[src/rtl/ptt_pkg.sv]
`timescale 1ns / 1ps
// Package for the point-in-trapezoid test: word types, edge setup types and the
// divider stage word. No dependencies.
package ptt_pkg;

  localparam int COORD_W   = 16;
  localparam int DIV_STEPS = COORD_W;
  // edge pipe: setup, multiply, one stage per quotient bit, final add
  localparam int EDGE_LAT  = DIV_STEPS + 3;
  localparam int CFG_IDX_W = 3;

  localparam logic [CFG_IDX_W-1:0] REG_LEFT_TOP_X     = 3'd0;
  localparam logic [CFG_IDX_W-1:0] REG_LEFT_TOP_Z     = 3'd1;
  localparam logic [CFG_IDX_W-1:0] REG_LEFT_BOTTOM_X  = 3'd2;
  localparam logic [CFG_IDX_W-1:0] REG_LEFT_BOTTOM_Z  = 3'd3;
  localparam logic [CFG_IDX_W-1:0] REG_RIGHT_TOP_X    = 3'd4;
  localparam logic [CFG_IDX_W-1:0] REG_RIGHT_TOP_Z    = 3'd5;
  localparam logic [CFG_IDX_W-1:0] REG_RIGHT_BOTTOM_X = 3'd6;
  localparam logic [CFG_IDX_W-1:0] REG_RIGHT_BOTTOM_Z = 3'd7;

  typedef struct packed {
    logic signed [COORD_W-1:0] point_x;
    logic signed [COORD_W-1:0] point_z;
  } in_word_t;

  typedef struct packed {
    logic                      inside_res;
    logic signed [COORD_W-1:0] left_edge_x;
    logic signed [COORD_W-1:0] right_edge_x;
  } out_word_t;

  typedef struct packed {
    logic signed [COORD_W-1:0] top_x;
    logic signed [COORD_W-1:0] top_z;
    logic signed [COORD_W-1:0] bot_x;
    logic signed [COORD_W-1:0] bot_z;
  } edge_cfg_t;

  typedef enum logic [1:0] {
    SEL_TOP,
    SEL_BOTTOM,
    SEL_INTERP
  } edge_sel_t;

  typedef struct packed {
    edge_sel_t                 sel;
    logic                      neg;
    logic signed [COORD_W-1:0] top_x;
    logic signed [COORD_W-1:0] bot_x;
    logic        [COORD_W-1:0] den;
    logic        [COORD_W-1:0] mag;
    logic        [COORD_W-1:0] dzp;
  } edge_prep_t;

  typedef struct packed {
    edge_sel_t                 sel;
    logic                      neg;
    logic signed [COORD_W-1:0] top_x;
    logic signed [COORD_W-1:0] bot_x;
    logic        [COORD_W-1:0] den;
    logic        [COORD_W-1:0] rem;
    logic        [COORD_W-1:0] num_lo;
    logic        [COORD_W-1:0] quo;
  } div_word_t;

endpackage

[src/rtl/ptt_div_step.sv]
`timescale 1ns / 1ps
// One registered restoring-division step: one quotient bit per stage.
// Depends on ptt_pkg.
module ptt_div_step (
  input  logic               clk,
  input  logic               rst_n,
  input  logic               in_vld,
  input  ptt_pkg::div_word_t in_stage,
  output logic               out_vld,
  output ptt_pkg::div_word_t out_stage
);

  logic               vld_r;
  ptt_pkg::div_word_t stage_r;
  ptt_pkg::div_word_t stage_nxt;
  logic [ptt_pkg::COORD_W:0] trial;
  logic [ptt_pkg::COORD_W:0] diff;
  logic                      ge;

  always_comb begin
    trial     = {in_stage.rem, in_stage.num_lo[ptt_pkg::COORD_W-1]};
    diff      = trial - {1'b0, in_stage.den};
    ge        = (trial >= {1'b0, in_stage.den});
    stage_nxt = in_stage;
    stage_nxt.rem    = ge ? diff[ptt_pkg::COORD_W-1:0] : trial[ptt_pkg::COORD_W-1:0];
    stage_nxt.num_lo = {in_stage.num_lo[ptt_pkg::COORD_W-2:0], 1'b0};
    stage_nxt.quo    = {in_stage.quo[ptt_pkg::COORD_W-2:0], ge};
  end

  always_ff @(posedge clk) begin
    if (!rst_n) begin
      vld_r <= 1'b0;
    end else begin
      vld_r <= in_vld;
    end
    stage_r <= stage_nxt;
  end

  assign out_vld   = vld_r;
  assign out_stage = stage_r;

endmodule

[src/rtl/ptt_edge.sv]
`timescale 1ns / 1ps
// Edge x interpolation pipe: setup, 16x16 multiply, pipelined divider stages
// and clamp/add. Depends on ptt_pkg and ptt_div_step.
module ptt_edge (
  input  logic                                clk,
  input  logic                                rst_n,
  input  ptt_pkg::edge_cfg_t                  cfg,
  input  logic                                in_vld,
  input  logic signed [ptt_pkg::COORD_W-1:0]  in_z,
  output logic                                out_vld,
  output logic signed [ptt_pkg::COORD_W-1:0]  out_x
);

  localparam int W = ptt_pkg::COORD_W;
  localparam int N = ptt_pkg::DIV_STEPS;

  ptt_pkg::edge_prep_t prep_r, prep_nxt;
  logic                prep_vld_r;
  ptt_pkg::div_word_t  mul_nxt;
  ptt_pkg::div_word_t  mul_r;
  logic                mul_vld_r;
  logic [2*W-1:0]      prod;

  ptt_pkg::div_word_t  div_d [N+1];
  logic                div_v [N+1];

  logic signed [W:0]   dx, dzp, den;
  logic signed [W:0]   sq, sum;
  logic signed [W-1:0] x_r, x_nxt;
  logic                x_vld_r;

  always_comb begin
    dx  = {cfg.bot_x[W-1], cfg.bot_x} - {cfg.top_x[W-1], cfg.top_x};
    dzp = {in_z[W-1], in_z} - {cfg.top_z[W-1], cfg.top_z};
    den = {cfg.bot_z[W-1], cfg.bot_z} - {cfg.top_z[W-1], cfg.top_z};
    if ($signed(in_z) <= $signed(cfg.top_z)) begin
      prep_nxt.sel = ptt_pkg::SEL_TOP;
    end else if ($signed(in_z) >= $signed(cfg.bot_z)) begin
      prep_nxt.sel = ptt_pkg::SEL_BOTTOM;
    end else begin
      prep_nxt.sel = ptt_pkg::SEL_INTERP;
    end
    prep_nxt.neg   = dx[W];
    prep_nxt.mag   = dx[W] ? W'(-dx) : dx[W-1:0];
    prep_nxt.dzp   = dzp[W-1:0];
    prep_nxt.den   = den[W-1:0];
    prep_nxt.top_x = cfg.top_x;
    prep_nxt.bot_x = cfg.bot_x;
  end

  // quotient fits W bits, so the upper half of the product is already below den
  always_comb begin
    prod           = prep_r.mag * prep_r.dzp;
    mul_nxt.sel    = prep_r.sel;
    mul_nxt.neg    = prep_r.neg;
    mul_nxt.top_x  = prep_r.top_x;
    mul_nxt.bot_x  = prep_r.bot_x;
    mul_nxt.den    = prep_r.den;
    mul_nxt.rem    = prod[2*W-1:W];
    mul_nxt.num_lo = prod[W-1:0];
    mul_nxt.quo    = '0;
  end

  always_ff @(posedge clk) begin
    if (!rst_n) begin
      prep_vld_r <= 1'b0;
      mul_vld_r  <= 1'b0;
    end else begin
      prep_vld_r <= in_vld;
      mul_vld_r  <= prep_vld_r;
    end
    prep_r <= prep_nxt;
    mul_r  <= mul_nxt;
  end

  assign div_d[0] = mul_r;
  assign div_v[0] = mul_vld_r;

  for (genvar g = 0; g < N; g++) begin : g_div
    ptt_div_step u_step (
      .clk       (clk),
      .rst_n     (rst_n),
      .in_vld    (div_v[g]),
      .in_stage  (div_d[g]),
      .out_vld   (div_v[g+1]),
      .out_stage (div_d[g+1])
    );
  end

  always_comb begin
    sq  = div_d[N].neg ? -$signed({1'b0, div_d[N].quo}) : $signed({1'b0, div_d[N].quo});
    sum = $signed({div_d[N].top_x[W-1], div_d[N].top_x}) + sq;
    case (div_d[N].sel)
      ptt_pkg::SEL_TOP:    x_nxt = div_d[N].top_x;
      ptt_pkg::SEL_BOTTOM: x_nxt = div_d[N].bot_x;
      ptt_pkg::SEL_INTERP: x_nxt = sum[W-1:0];
      default:             x_nxt = div_d[N].top_x;
    endcase
  end

  always_ff @(posedge clk) begin
    if (!rst_n) begin
      x_vld_r <= 1'b0;
    end else begin
      x_vld_r <= div_v[N];
    end
    x_r <= x_nxt;
  end

  assign out_vld = x_vld_r;
  assign out_x   = x_r;

endmodule

[config.mk]
export PLATFORM = sky130hd
export DESIGN_NAME = ptt_edge
export DESIGN_NICKNAME = d
export VERILOG_FILES = /design/src/rtl/ptt_pkg.sv /design/src/rtl/ptt_div_step.sv /design/src/rtl/ptt_edge.sv
export SDC_FILE = /design/constraint.sdc
export NUM_CORES = 2
export LEC_CHECK = 0
export BUFFER_PORTS_ARGS = -buffer_cell sky130_fd_sc_hd__buf_2
export CAP_MARGIN = 20
export CORE_AREA = 4 4 305 382
export DETAILED_ROUTE_END_ITERATION = 8
export DIE_AREA = 0 0 309 386
export MAX_ROUTING_LAYER = met4
export PLACE_DENSITY = 0.87
export SLEW_MARGIN = 20
export SYNTH_ARGS = -nofsm -noshare
export SYNTH_HDL_FRONTEND = slang
export SYNTH_HIERARCHICAL = 1
export SYNTH_SLANG_ARGS = --single-unit
[constraint.sdc]
create_clock -name clk -period 8 [get_ports clk]
set_clock_uncertainty 0.1 [all_clocks]
set_input_delay 1.2 -clock clk [delete_from_list [all_inputs] [get_ports clk]]
set_output_delay 1.2 -clock clk [all_outputs]
set_load 0.1 [all_outputs]
==> results.sh <==
export IMPL_clk_path_buf_depth=3
export IMPL_slowest_delay_ps=760
export IMPL_cp_num_buf_inv=3
export IMPL_syn_nets=6257
export IMPL_cts_sinks=1497
export IMPL_yosysWarnings=6
export IMPL_clockRootBuffer="clkbuf_16"
export IMPL_rsz0062_at_grt="false"
export IMPL_critPathSlowestCell="dfxtp_1"
export IMPL_max_freq_ghz=0.1457
export IMPL_row_count=138
export IMPL_crit_chain="nand2_1 -> fa_1 -> inv_1 -> fa_1 -> ha_1 -> inv_1 -> fa_1 -> fa_1 -> inv_1 -> fa_1 -> ha_1 -> nand3_1 -> o221a_2 -> a211oi_1 -> o21ai_0 -> a21oi_1 -> nor3b_1 -> o31ai_1 -> nand2b_1 -> xor2_1"
export IMPL_timing_slew_headroom_pct=41.71
export IMPL_gp_congestion=0.9658
export IMPL_path_depth=20
export IMPL_wl_per_cell_um=19.52
export IMPL_cts_resized=0
export IMPL_grt_pass1_vias=43668
export IMPL_status="complete, no violations"
export IMPL_tritoncts="yes"
export IMPL_ant_nets=0
export IMPL_cts_setup_buffers=0
export IMPL_cts_made_buffers=135
export IMPL_wirelength_um=140700
export IMPL_syn_avg_cell_area_um2=11.07
export IMPL_clk_latency_ps=780
export IMPL_coreArea_mm2=0.1129
export IMPL_initial_core_util_pct=54.11
export IMPL_crit_family="adder cells"
export IMPL_cp_required_ps=8580
export IMPL_setup_viol=0
export IMPL_drc=0
export IMPL_layout_common_cells="dfxtp_1, inv_1, ha_1, nand2_1, nor2_1"
export IMPL_syn_area_mm2=0.06110
export IMPL_cp_common_cell="fa_1"
export IMPL_finalHoldViolations=0
export IMPL_critPathKind="reg2reg"
export IMPL_hold_path_depth=0
export IMPL_dieArea_mm2=0.1193
export IMPL_fillerInstances=8412
export IMPL_drtPass1Iterations=6
export IMPL_grt_pass1_wl_um=224500
export IMPL_min_delay_start="g_div[0].u_step/out_stage[64]"
export IMPL_cts_hold_buf=0
export IMPL_end_kind="register"
export IMPL_dp_hpwl_um=95360
export IMPL_drv_cap=0
export IMPL_die_width_um=309
export IMPL_antenna_found_initial=1
export IMPL_worst_pin_slew_ps=870.3
export IMPL_drive_gt1_share_pct=11.32
export IMPL_clk_pin_slew_worst_paths_ps=70
export IMPL_period_share_pct=85.80
export IMPL_num_vias=40981
export IMPL_crit_fanout=16
export IMPL_grt_max_degree=34
export IMPL_min_to="g_div[1].u_step/out_stage[64]"
export IMPL_grt_use_total_pct=24.29
export IMPL_ios=100
export IMPL_drt_iter0_markers=2674
export IMPL_drv_slew=0
export IMPL_h_tree_depth=4
export IMPL_hold_path_class="reg2reg"
export IMPL_cp_arrival_ps=7450
export IMPL_synthCells=5519
export IMPL_fin_util_pct=59.62
export IMPL_worstReg2RegStart="prep_r[22]"
export IMPL_r2r_end="div_d[1629]"
export IMPL_mostFrequentLayoutCell="dfxtp_1"
export IMPL_syn2layout_area_growth_pct=10.19
export IMPL_fin_setup_tns_ps=0
export IMPL_drt_vias_per_instance=5.683
export IMPL_nets=6372
export IMPL_ff2ff_setup_slack_ps=1140
export IMPL_finalCriticalPeriod_ps=6864
export IMPL_port_buffers=99
export IMPL_ff2ff_path_depth=20
export IMPL_startpoint_type="register"
export IMPL_grt_overflow=0
export IMPL_dieHeight_um=386
## worst max path at each step
| stage | startpoint | endpoint | slack [ps] |
|---|---|---|---|
| detailed placement | prep_r[25] | div_d[1629] | 1370 |
| global route | prep_r[22] | div_d[1629] | 860 |
| floorplan | prep_r[12] | div_d[1628] | 2010 |
| CTS | prep_r[22] | div_d[1629] | 1280 |
| global placement | prep_r[25] | div_d[1629] | 1590 |
| finish | prep_r[22] | div_d[1629] | 1140 |
## per-layer routing
| layer | track usage [%] | routed length (um) |
|---|---|---|
| met5 | - | 0 |
| met4 | 16.37 | 10610 |
| met3 | 3.782 | 6034 |
| met2 | 45.94 | 76130 |
| met1 | 22.28 | 47970 |
## area by class of cell
cell class              count  area [um^2]  area share, %
clock inverters            69        934.6          1.388
well taps                1470         1839          2.732
clock buffers             174         3746          5.564
multi-input cells        3266        27950          41.51
diodes                      1        2.502       0.003717
repair buffers            100        503.0         0.7471
flip-flops and latches   1497        29970          44.51
inverters                 634         2385          3.542
## stage by stage
stage          instance area [um^2]  hold slack (ps)  setup slack [ps]  instances
2_1_floorplan                 61100            209.6              2009       5519
3_3_place_gp                  62640            209.6              1588       6967
3_5_place_dp                  62640            212.1              1372       6967
4_1_cts                       67320            201.0              1280       7210
5_1_grt                       67320            201.5             855.5       7211
6_report                      67320            199.6              1136       7211
## sequential cells by signal, summed over array words and instances (netlist names)
signal                  count
g_div.u_step/out_stage   1296
g_div.u_step/out_vld       16
out_vld                     1
mul_vld_r                   1
prep_r                     32
out_x                      16
mul_nxt                    51
div_d                      83
prep_vld_r                  1
Power is left out: the tool's default activity adds up to more than one toggle a clock period on the data nets, which glitch-free logic cannot reach.
